[src/rtl/core/utc_pkg.sv]
// Shared types, constants and helpers for the UTF-8 code point decoder.
package utc_pkg;

  localparam int unsigned CpW   = 21;
  localparam int unsigned ModW  = 4;
  localparam int unsigned ByteW = 8;

  // UTF-8 lead byte thresholds
  localparam logic [ByteW-1:0] Lead4Min = 8'hF0;
  localparam logic [ByteW-1:0] Lead3Min = 8'hE0;
  localparam logic [ByteW-1:0] Lead2Min = 8'hC0;

  localparam logic [CpW-1:0] SpaceCp = CpW'(32);
  localparam logic [CpW-1:0] DelCp   = CpW'(127);

  localparam int unsigned QueueDepth = 2;
  localparam int unsigned QPtrW      = $clog2(QueueDepth);
  localparam int unsigned QCntW      = $clog2(QueueDepth + 1);

  // One decoded byte: up to two results, slot 0 (cut-short partial) goes first.
  typedef struct packed {
    logic [1:0]      vld;
    logic [CpW-1:0]  cp0;
    logic [CpW-1:0]  cp1;
    logic [ModW-1:0] mods;
  } entry_t;

  // Space, control codes and DEL are dropped.
  function automatic logic keep_cp(input logic [CpW-1:0] cp);
    keep_cp = !((cp <= SpaceCp) || (cp == DelCp));
  endfunction

endpackage

[src/rtl/core/utc_intf.sv]
// Request and result channel interfaces of the UTF-8 decoder.
interface utc_req_if;
  import utc_pkg::*;
  logic             valid;
  logic             ready;
  logic [ByteW-1:0] text_byte;
  logic [ModW-1:0]  modifiers;
  logic             end_of_string;

  modport source (output valid, text_byte, modifiers, end_of_string, input ready);
  modport sink   (input valid, text_byte, modifiers, end_of_string, output ready);
endinterface

interface utc_res_if;
  import utc_pkg::*;
  logic            valid;
  logic            ready;
  logic [CpW-1:0]  codepoint;
  logic [ModW-1:0] modifiers_out;
  logic            last_of_run;

  modport source (output valid, codepoint, modifiers_out, last_of_run, input ready);
  modport sink   (input valid, codepoint, modifiers_out, last_of_run, output ready);
endinterface

[src/rtl/core/utc_front.sv]
// Front end: accepts bytes, tracks the pending sequence, builds result entries.
module utc_front import utc_pkg::*; (
  input  logic             clk_i,
  input  logic             rst_ni,
  input  logic             req_valid_i,
  output logic             req_ready_o,
  input  logic [ByteW-1:0] text_byte_i,
  input  logic [ModW-1:0]  modifiers_i,
  input  logic             end_of_string_i,
  input  logic             q_full_i,
  output logic             push_o,
  output entry_t           push_data_o
);

  logic [CpW-1:0] acc_q, acc_d;
  logic [1:0]     rem_q, rem_d;
  logic [CpW-1:0] acc_shift;
  logic [1:0]     rem_dec;
  logic [CpW-1:0] lead_cp;
  logic [1:0]     extra;
  logic           is_cont;
  logic           req_fire;
  entry_t         ent;

  assign req_ready_o = !q_full_i;
  assign req_fire    = req_valid_i && req_ready_o;

  always_comb begin
    is_cont   = (text_byte_i[7:6] == 2'b10);
    acc_shift = {acc_q[CpW-7:0], text_byte_i[5:0]};
    rem_dec   = rem_q - 2'd1;
    if (text_byte_i >= Lead4Min) begin
      lead_cp = CpW'(text_byte_i[2:0]);
      extra   = 2'd3;
    end else if (text_byte_i >= Lead3Min) begin
      lead_cp = CpW'(text_byte_i[3:0]);
      extra   = 2'd2;
    end else if (text_byte_i >= Lead2Min) begin
      lead_cp = CpW'(text_byte_i[4:0]);
      extra   = 2'd1;
    end else begin
      lead_cp = CpW'(text_byte_i);
      extra   = 2'd0;
    end

    acc_d    = acc_q;
    rem_d    = rem_q;
    ent      = '0;
    ent.mods = modifiers_i;

    if (rem_q != 2'd0 && is_cont) begin
      if (rem_dec == 2'd0 || end_of_string_i) begin
        ent.cp1    = acc_shift;
        ent.vld[1] = keep_cp(acc_shift);
        acc_d      = '0;
        rem_d      = 2'd0;
      end else begin
        acc_d = acc_shift;
        rem_d = rem_dec;
      end
    end else begin
      // a non-continuation byte flushes whatever was pending
      if (rem_q != 2'd0) begin
        ent.cp0    = acc_q;
        ent.vld[0] = keep_cp(acc_q);
      end
      if (extra != 2'd0 && !end_of_string_i) begin
        acc_d = lead_cp;
        rem_d = extra;
      end else begin
        ent.cp1    = lead_cp;
        ent.vld[1] = keep_cp(lead_cp);
        acc_d      = '0;
        rem_d      = 2'd0;
      end
    end
  end

  assign push_o      = req_fire && (ent.vld != 2'b00);
  assign push_data_o = ent;

  always_ff @(posedge clk_i or negedge rst_ni) begin
    if (!rst_ni) begin
      acc_q <= '0;
      rem_q <= 2'd0;
    end else if (req_fire) begin
      acc_q <= acc_d;
      rem_q <= rem_d;
    end
  end

  // partial value never holds more bits than the bytes seen so far allow
  assert property (@(posedge clk_i) disable iff (!rst_ni)
    rem_q == 2'd0 |-> acc_q == '0)
    else $error("accumulator not clear while idle");
  assert property (@(posedge clk_i) disable iff (!rst_ni)
    rem_q == 2'd3 |-> acc_q[CpW-1:3] == '0)
    else $error("accumulator too wide after 4-byte lead");
  assert property (@(posedge clk_i) disable iff (!rst_ni)
    rem_q == 2'd2 |-> acc_q[CpW-1:9] == '0)
    else $error("accumulator too wide with two bytes left");
  assert property (@(posedge clk_i) disable iff (!rst_ni)
    rem_q == 2'd1 |-> acc_q[CpW-1:15] == '0)
    else $error("accumulator too wide with one byte left");

endmodule

[src/rtl/core/utc_fifo.sv]
// Small entry queue between decode front end and output back end.
module utc_fifo import utc_pkg::*; (
  input  logic   clk_i,
  input  logic   rst_ni,
  input  logic   push_i,
  input  entry_t push_data_i,
  output logic   full_o,
  input  logic   pop_i,
  output logic   pop_valid_o,
  output entry_t pop_data_o
);

  entry_t           mem_q [QueueDepth];
  logic [QPtrW-1:0] wr_ptr_q, rd_ptr_q;
  logic [QCntW-1:0] cnt_q;

  assign full_o      = (cnt_q == QCntW'(QueueDepth));
  assign pop_valid_o = (cnt_q != '0);
  assign pop_data_o  = mem_q[rd_ptr_q];

  function automatic logic [QPtrW-1:0] ptr_inc(input logic [QPtrW-1:0] p);
    ptr_inc = (p == QPtrW'(QueueDepth - 1)) ? '0 : p + QPtrW'(1);
  endfunction

  always_ff @(posedge clk_i or negedge rst_ni) begin
    if (!rst_ni) begin
      wr_ptr_q <= '0;
      rd_ptr_q <= '0;
      cnt_q    <= '0;
    end else begin
      if (push_i) wr_ptr_q <= ptr_inc(wr_ptr_q);
      if (pop_i)  rd_ptr_q <= ptr_inc(rd_ptr_q);
      if (push_i && !pop_i)      cnt_q <= cnt_q + QCntW'(1);
      else if (pop_i && !push_i) cnt_q <= cnt_q - QCntW'(1);
    end
  end

  always_ff @(posedge clk_i) begin
    if (push_i) mem_q[wr_ptr_q] <= push_data_i;
  end

endmodule

[src/rtl/core/utc_back.sv]
// Back end: drains queued entries one result per cycle onto the output while the result channel is ready.
module utc_back import utc_pkg::*; (
  input  logic            clk_i,
  input  logic            rst_ni,
  input  logic            pop_valid_i,
  input  entry_t          pop_data_i,
  output logic            pop_o,
  output logic            res_valid_o,
  input  logic            res_ready_i,
  output logic [CpW-1:0]  codepoint_o,
  output logic [ModW-1:0] modifiers_out_o,
  output logic            last_of_run_o
);

  logic [1:0]      vld_q, vld_d;
  logic [CpW-1:0]  cp0_q, cp1_q;
  logic [ModW-1:0] mods_q;
  logic            res_fire;
  logic            drained;

  assign res_valid_o     = (vld_q != 2'b00);
  assign codepoint_o     = vld_q[0] ? cp0_q : cp1_q;
  assign modifiers_out_o = mods_q;
  assign last_of_run_o   = (vld_q != 2'b11);
  assign res_fire        = res_valid_o && res_ready_i;
  assign drained         = !res_valid_o || (res_fire && last_of_run_o);
  assign pop_o           = pop_valid_i && drained;

  always_comb begin
    vld_d = vld_q;
    if (res_fire) begin
      vld_d = vld_q[0] ? {vld_q[1], 1'b0} : 2'b00;
    end
    if (pop_o) begin
      vld_d = pop_data_i.vld;
    end
  end

  always_ff @(posedge clk_i or negedge rst_ni) begin
    if (!rst_ni) begin
      vld_q <= 2'b00;
    end else begin
      vld_q <= vld_d;
    end
  end

  always_ff @(posedge clk_i) begin
    if (pop_o) begin
      cp0_q  <= pop_data_i.cp0;
      cp1_q  <= pop_data_i.cp1;
      mods_q <= pop_data_i.mods;
    end
  end

endmodule

[src/rtl/core/utf8_text_to_codepoints.sv]
// Lenient UTF-8 decoder: text bytes in, filtered code points with modifiers out.
// Takes one byte per cycle. A byte yields zero, one or two code points; two
// only when a non-continuation byte (or end of string) cuts a
// pending sequence short and the byte then yields its own code point. The
// decode front end writes each byte's results into a two-entry queue, and the
// back end sends one result per cycle from its output register. The input
// takes a byte every cycle unless the queue is full, which only two-result
// bytes or a stalled result channel bring about; while it is full the input
// is held off even if the back end is draining an entry at the same time. A
// result passes through the queue and the back end's output register before
// it is presented; last_of_run marks the final result of each byte.
module utf8_text_to_codepoints import utc_pkg::*; (
  input  logic clk_i,
  input  logic rst_ni,
  utc_req_if.sink   req_i,
  utc_res_if.source res_o
);

  logic   push, pop, q_full, q_valid;
  entry_t push_data, pop_data;

  utc_front u_front (
    .clk_i           (clk_i),
    .rst_ni          (rst_ni),
    .req_valid_i     (req_i.valid),
    .req_ready_o     (req_i.ready),
    .text_byte_i     (req_i.text_byte),
    .modifiers_i     (req_i.modifiers),
    .end_of_string_i (req_i.end_of_string),
    .q_full_i        (q_full),
    .push_o          (push),
    .push_data_o     (push_data)
  );

  utc_fifo u_fifo (
    .clk_i       (clk_i),
    .rst_ni      (rst_ni),
    .push_i      (push),
    .push_data_i (push_data),
    .full_o      (q_full),
    .pop_i       (pop),
    .pop_valid_o (q_valid),
    .pop_data_o  (pop_data)
  );

  utc_back u_back (
    .clk_i           (clk_i),
    .rst_ni          (rst_ni),
    .pop_valid_i     (q_valid),
    .pop_data_i      (pop_data),
    .pop_o           (pop),
    .res_valid_o     (res_o.valid),
    .res_ready_i     (res_o.ready),
    .codepoint_o     (res_o.codepoint),
    .modifiers_out_o (res_o.modifiers_out),
    .last_of_run_o   (res_o.last_of_run)
  );

endmodule

[src/flat_wrapper.sv]
// flat-port wrapper written by rule: the top's interface ports become plain ports
module utf8_text_to_codepoints_flat import utc_pkg::*;
  (clk_i, rst_ni, req_i_valid, req_i_text_byte, req_i_modifiers, req_i_end_of_string, req_i_ready, res_o_valid, res_o_codepoint, res_o_modifiers_out, res_o_last_of_run, res_o_ready);
  utc_req_if req_i_i ();
  utc_res_if res_o_i ();
  input  logic clk_i;
  input  logic rst_ni;
  input wire logic [$bits(req_i_i.valid)-1:0] req_i_valid;
  input wire logic [$bits(req_i_i.text_byte)-1:0] req_i_text_byte;
  input wire logic [$bits(req_i_i.modifiers)-1:0] req_i_modifiers;
  input wire logic [$bits(req_i_i.end_of_string)-1:0] req_i_end_of_string;
  output wire logic [$bits(req_i_i.ready)-1:0] req_i_ready;
  output wire logic [$bits(res_o_i.valid)-1:0] res_o_valid;
  output wire logic [$bits(res_o_i.codepoint)-1:0] res_o_codepoint;
  output wire logic [$bits(res_o_i.modifiers_out)-1:0] res_o_modifiers_out;
  output wire logic [$bits(res_o_i.last_of_run)-1:0] res_o_last_of_run;
  input wire logic [$bits(res_o_i.ready)-1:0] res_o_ready;
  assign req_i_i.valid = req_i_valid;
  assign req_i_i.text_byte = req_i_text_byte;
  assign req_i_i.modifiers = req_i_modifiers;
  assign req_i_i.end_of_string = req_i_end_of_string;
  assign req_i_ready = req_i_i.ready;
  assign res_o_valid = res_o_i.valid;
  assign res_o_codepoint = res_o_i.codepoint;
  assign res_o_modifiers_out = res_o_i.modifiers_out;
  assign res_o_last_of_run = res_o_i.last_of_run;
  assign res_o_i.ready = res_o_ready;
  utf8_text_to_codepoints u_core (.clk_i(clk_i), .rst_ni(rst_ni), .req_i(req_i_i), .res_o(res_o_i));
endmodule
[config.mk]
export PLATFORM = sky130hd
export DESIGN_NAME = utf8_text_to_codepoints_flat
export DESIGN_NICKNAME = d
export VERILOG_FILES = /design/src/rtl/core/utc_pkg.sv /design/src/rtl/core/utc_intf.sv /design/src/rtl/core/utc_front.sv /design/src/rtl/core/utc_fifo.sv /design/src/rtl/core/utc_back.sv /design/src/rtl/core/utf8_text_to_codepoints.sv /design/src/flat_wrapper.sv
export SDC_FILE = /design/constraint.sdc
export NUM_CORES = 1
export LEC_CHECK = 0
export BUFFER_PORTS_ARGS = -buffer_cell sky130_fd_sc_hd__buf_2
export CAP_MARGIN = 20
export CELL_PAD_IN_SITES_DETAIL_PLACEMENT = 2
export CELL_PAD_IN_SITES_GLOBAL_PLACEMENT = 2
export CORE_MARGIN = 4
export CORE_UTILIZATION = 25
export DETAILED_ROUTE_END_ITERATION = 16
export PLACE_DENSITY_LB_ADDON = 0.1
export SYNTH_ARGS = -nofsm -noshare
export SYNTH_HDL_FRONTEND = slang
export SYNTH_SLANG_ARGS = --single-unit
[constraint.sdc]
create_clock -name clk_i -period 6.5 [get_ports clk_i]
set_clock_uncertainty 0.15 [all_clocks]
set_input_delay 1.95 -clock clk_i [delete_from_list [all_inputs] [get_ports clk_i]]
set_output_delay 1.95 -clock clk_i [all_outputs]
set_load 0.1 [all_outputs]
Yosys cells after proc, flatten, opt, wreduce, memory -nomap -nowiden
Memories as Yosys holds them, arrays and structs flattened.
Cells that the tools add are included.
{"block": "op_classes", "addsub": 5, "magnitude_cmp": 6, "n_eq_ne": 7, "n_mux": 30, "n_reduce_logical": 31}
{"cell": "21-bit two-way mux", "count": 8}
{"cell": "21-bit by 7-bit == test with 1-bit output, second input constant", "count": 3}
{"cell": "21-bit by 6-bit less-or-equal comparator with 1-bit output, second input constant", "count": 3}
{"cell": "22-bit two-way mux", "count": 2}
{"cell": "8-bit >= comparator, second input constant", "count": 3}
{"cell": "2-bit two-way mux", "count": 10}
{"cell": "8-bit two-way mux", "count": 2}
{"cell": "2-bit nonzero test", "count": 7}
{"cell": "1-bit logical AND", "count": 9}
{"cell": "1-bit logical NOT", "count": 8}
{"cell": "1-bit two-way mux", "count": 8}
{"cell": "1-bit logical OR", "count": 5}
{"cell": "2-bit == test, second input constant", "count": 2}
{"cell": "2-bit by 1-bit subtractor with 2-bit output, second input constant", "count": 2}
{"cell": "1-bit adder, second input constant", "count": 2}
{"cell": "2-bit by 1-bit adder with 2-bit output, second input constant", "count": 1}
{"cell": "2-bit logical NOT", "count": 1}
{"cell": "2-bit by 1-bit != test with 1-bit output, second input constant", "count": 1}
{"cell": "2-bit != test, second input constant", "count": 1}
{"cell": "2-bit AND reduction", "count": 1}
{"block": "word_totals", "register_bits": 75, "ram_bits": 96, "in_bits": 17, "out_inout_bits": 28, "wordCells": 90, "mem_count": 1}
{"name": "u_core.u_fifo.mem_q", "depth": 2, "word_bits": 48, "read_ports": 1, "rd_ports_with_merged_regs": 0, "write_ports": 1, "line_no": "utc_fifo.sv:13", "source": "entry_t mem_q [QueueDepth];"}

Logic depth before layout (Yosys ltp)
{"block": "logic_depth", "word_depth": 15, "depth_mapped": 12, "mapped_depth_nobuf": 11}

Modules after synthesis
From an unflattened synthesis, not the netlist that was laid out.
{"block": "hier_totals", "cells_unflattened": 452, "area_unflattened_um2": 7058.0}
{"mod": "utc_fifo", "n_inst": 1, "cells_per_inst": 165, "area_each_um2": 3698.5, "seq_area_each_um2": 2982.9}
{"mod": "utc_back", "n_inst": 1, "cells_per_inst": 84, "area_each_um2": 1834.3, "seq_area_each_um2": 1431.4}
{"mod": "utc_front", "n_inst": 1, "cells_per_inst": 203, "area_each_um2": 1525.2, "seq_area_each_um2": 575.6}

Worst setup path before layout
Ideal clock, no wire load.
{"block": "synth_path", "path_type": "input to register", "start": "input req_i_text_byte[6]", "end": "memory u_core.u_fifo.mem_q[0][0] (netlist name), enable pin", "setup_ps": 526, "arrival_ps": 6407, "t_required_ps": 5824, "setup_slack_ps": -583, "stages": 6, "path_buffers": 1, "cell_sequence": "clkbuf_1 -> nand2b_4 -> nor2_1 -> o21ai_1 -> and4_4 -> a211oi_1"}
{"block": "synth_between", "elab_chain_cells": 13, "word_cells_on_any_way": 24, "cone_classes": "4 x order compare; 2 x eq/ne; 11 x mux; 7 x reduce/logical"}
{"element": "from (decl)", "line_no": "flat_wrapper.sv:9", "source": "input wire logic [$bits(req_i_i.text_byte)-1:0] req_i_text_byte;"}
{"element": "8-bit >= comparator", "line_no": "utc_front.sv:38", "source": "end else if (text_byte_i >= Lead2Min) begin"}
{"element": "8-bit two-way mux", "line_no": "utc_front.sv:38"}
{"element": "8-bit two-way mux", "line_no": "utc_front.sv:35", "source": "end else if (text_byte_i >= Lead3Min) begin"}
{"element": "21-bit two-way mux", "line_no": "utc_front.sv:32", "source": "if (text_byte_i >= Lead4Min) begin"}
{"element": "21-bit by 6-bit less-or-equal comparator with 1-bit output or 21-bit by 7-bit == test with 1-bit output (tied branches)", "line_no": "utc_pkg.sv:30", "source": "keep_cp = !((cp <= SpaceCp) || (cp == DelCp));"}
{"element": "1-bit logical OR", "line_no": "utc_pkg.sv:30"}
{"element": "1-bit logical NOT", "line_no": "utc_pkg.sv:30"}
{"element": "1-bit two-way mux", "line_no": "utc_front.sv:67", "source": "if (extra != 2'd0 && !end_of_string_i) begin"}
{"element": "1-bit two-way mux", "line_no": "utc_front.sv:51", "source": "if (rem_q != 2'd0 && is_cont) begin"}
{"element": "2-bit nonzero test *", "line_no": "utc_front.sv:79", "source": "assign push_o = req_fire && (ent.vld != 2'b00);"}
{"element": "1-bit logical AND *", "line_no": "utc_front.sv:79"}
{"element": "1-bit two-way mux *", "line_no": "utc_fifo.sv:39", "source": "if (push_i) mem_q[wr_ptr_q] <= push_data_i;"}
{"element": "1-bit two-way mux (not written as such) *", "line_no": "utc_fifo.sv:39"}
{"element": "to (decl)", "line_no": "utc_fifo.sv:13"}
Mark *: on every way between the ends. The rest lies on a longest branch, timed or not.

Worst setup path after layout
{"block": "layout_path", "start": "register u_core.u_back.vld_q[0]", "end": "output res_o_codepoint[19]"}
{"block": "layout_between", "elab_chain_cells": 1}
{"element": "from (decl)", "line_no": "utc_back.sv:15", "source": "logic [1:0] vld_q, vld_d;"}
{"element": "from (signal assigned)", "line_no": "utc_back.sv:43", "source": "vld_q <= vld_d;"}
{"element": "21-bit two-way mux", "line_no": "utc_back.sv:22", "source": "assign codepoint_o = vld_q[0] ? cp0_q : cp1_q;"}
{"element": "to (decl)", "line_no": "flat_wrapper.sv:14", "source": "output wire logic [$bits(res_o_i.codepoint)-1:0] res_o_codepoint;"}
No other way between the ends.

==> summary.txt <==
Critical Path Source: u_core.u_back.vld_q[0]$_DFFE_PN0P_
Utilization after layout: 0.304
Die Y: 175 um
Wire per inst: 18.2 um
Initial antenna violation count: 0
Worst Hold Class: flip-flop to flip-flop
Final slew viol count: 0
Routed Antenna Nets: 0
RSZ-0062 raised after global routing: false
Post-Synthesis Cells: 462
Clock sinks: 171
MaxCap Viol Count: 0
Ant diodes: 0
Avg Cell Area, Syn: 15.0 um^2
Fin crit period: 4.22 ns
Longest Clk Path Bufs: 2
Synth unique cells: 47
Core area: 0.0271 mm^2
Crit path kind: flip-flop to output port
Area growth, synth to finish: 18.8%
Number of DRC markers in iteration 0: 212
Max stage delay cell, worst path: dfrtp_1
Placed cell area: 0.00766 mm^2
GR Util met2: 0.187
GRT Total Usage: 0.110
Hold-fix buffers, CTS: 0
Total negative slack: 0 ns
Crit path to: res_o_codepoint[19]
Buffers on Ports: 44
Top_reg_cell synth: edfxtp_1
Most used routing layer: met2
Arrival time at the worst endpoint: 2.12 ns
CTS tree: done
Leading cell type in the layout, fill and taps excluded: edfxtp_1
DIE AREA: 0.0305 mm^2
Setup slack, reg-to-reg: 3.35 ns
Critical-path maximum fanout: 21
# setup viols final: 0
Pre-antenna DRT Iters: 4
Slowest stage delay, CP: 0.60 ns
Warnings, synthesis: 0
Crit path capture type: output port
Crit Reg-Reg Startpoint: u_core.u_front.rem_q[0]$_DFFE_PN0P_
Final Instance Area: 0.00824 mm^2
Met1 usage: 0.142
#FFs+latches synth: 171
Fin crit share: 0.650
Pre-CTS setup slack: 1.84 ns
Post-synth EDFFs: 142
Synth async-reset ratio: 0.170
Vias in the first global route: 4352
Data required, critical path: 4.40 ns
Nets@finish: 529
Post-synthesis net count: 482
Starting Density: 0.256
Setup bufs post-CTS: 0
Least-Margin Pin Slew: 1.02 ns
First-pass GRT wire length: 25800 um
Rel. slew slack: 0.320
CTS Buf Count: 17
FMAX: 237 MHz
Synthesized area: 0.00694 mm^2
I/O pins: 45
Hold Fails Final Rpt: 0
Met3 global-route usage: 0.0238
Final Wtd Congestion: 0.702
Overflow after GRT: 0
Share of layout cells above drive strength 1: 0.316
Final worst slack: 2.28 ns
Status: completed
FF-to-FF End: u_core.u_fifo.mem_q[1][40]$_DFFE_PP_
Dpl hpwl: 10700 um
Sequential share of the synthesized area: 0.719
Routed WL: 16300 um
Startpoint Class: flip-flop
Clock-pin slew on the worst setup and hold paths: 0.07 ns
FP Rows: 60
H-tree levels: 4
CTS resizes: 0
Worst-Skew Late Latency: 0.42 ns
DRC Markers: 0
Most frequent cells in the layout: edfxtp_1 (142), mux2_2 (68), nand2_1 (53)
Largest net degree at the start of global routing: 48
FF-to-FF path depth: 9
Via count: 3825
Horiz. Die Dim: 175 um
CTS root buf: clkbuf_16
Vias/cell: 4.28
Cell Chain, Critical Path: buf_4 -> mux2_2 -> buf_2
[flip-flops by register name (all words and copies together) (netlist names)]
register	flops
u_core.u_fifo.mem_q	96
u_core.u_back.cp0_q	21
u_core.u_back.cp1_q	21
u_core.u_front.acc_q	21
u_core.u_back.modifiers_out_o	4
u_core.u_back.vld_q	2
u_core.u_fifo.cnt_q	2
u_core.u_front.rem_q	2
u_core.u_fifo.rd_ptr_q	1
u_core.u_fifo.wr_ptr_q	1
[synthesized netlist by cell type (all sizes together) (2+ instances only)]
library cell | instances | area, um^2
o21ai | 12 | 60.1
and3 | 20 | 125
a211oi | 2 | 15.0
inv | 12 | 45.0
edfxtp | 142 | 4260
mux2 | 68 | 766
nor3 | 3 | 15.0
clkbuf | 17 | 63.8
ha | 3 | 37.5
nand2b | 3 | 26.3
buf | 7 | 31.3
dfrtp | 29 | 726
nand4 | 3 | 18.8
nor4 | 5 | 31.3
xor2 | 3 | 26.3
and4 | 2 | 20.0
a21oi | 6 | 30.0
and2 | 17 | 108
nand2 | 53 | 199
nand3 | 17 | 85.1
nor2 | 17 | 63.8
o211ai | 2 | 20.0
o22ai | 2 | 12.5
[worst min-delay path by stage]
stage / from / end / slack, ns / cells past startpoint
2_1_floorplan: u_core.u_front.acc_q[20]$_DFFE_PN0P_ / u_core.u_front.acc_q[20]$_DFFE_PN0P_ / 0.30 / 2
3_3_place_gp: u_core.u_front.acc_q[16]$_DFFE_PN0P_ / u_core.u_front.acc_q[16]$_DFFE_PN0P_ / 0.33 / 2
3_5_place_dp: u_core.u_front.acc_q[18]$_DFFE_PN0P_ / u_core.u_front.acc_q[18]$_DFFE_PN0P_ / 0.34 / 2
4_1_cts: u_core.u_front.acc_q[18]$_DFFE_PN0P_ / u_core.u_front.acc_q[18]$_DFFE_PN0P_ / 0.35 / 2
5_1_grt: u_core.u_front.acc_q[18]$_DFFE_PN0P_ / u_core.u_front.acc_q[18]$_DFFE_PN0P_ / 0.39 / 2
6_report: u_core.u_front.acc_q[18]$_DFFE_PN0P_ / u_core.u_front.acc_q[18]$_DFFE_PN0P_ / 0.35 / 2
[metrics by stage]
stage | hold slack (ns) | instances
6_report | 0.348 | 894
5_1_grt | 0.387 | 894
4_1_cts | 0.352 | 894
3_5_place_dp | 0.339 | 862
3_3_place_gp | 0.332 | 862
2_1_floorplan | 0.303 | 462
[worst max-delay path, delay by kind of cell, from the launching register on]
family	cells	cell delay, ns
buf+inv	2	0.68
flops	1	0.60
mux	1	0.38
[routing by layer]
metal,up-vias,share of wire
li1,1790,-
met1,1978,0.47
met2,43,0.49
met3,14,0.019
met4,0,0.011
met5,-,0
[cell families (layout without fill, tap and decap cells)]
| kind of cell | after synthesis | after routing | share of synthesized area |
|---|---|---|---|
| buffers and inverters | 36 | 96 | 0.0202 |
| xor gates and xnor gates | 4 | 4 | 0.00505 |
| muxes | 69 | 69 | 0.112 |
| DFF | 171 | 171 | 0.719 |
| AOI/OAI and AO/OA | 35 | 35 | 0.0341 |
| and+or+nand+nor | 143 | 143 | 0.103 |
| adders and majority gates | 4 | 4 | 0.00685 |
[cell type report]
class / count / area (um^2)
clock buffer: 17 / 425
fill: 2817 / 18900
sequential: 171 / 4990
multi-input combinational: 255 / 1850
clock inverter: 15 / 161
tap: 372 / 465
timing repair buffer: 52 / 305
inverter: 12 / 45.0
Power is left out: the tool's default activity adds up to more than one toggle a clock period on the data nets, which glitch-free logic cannot reach.
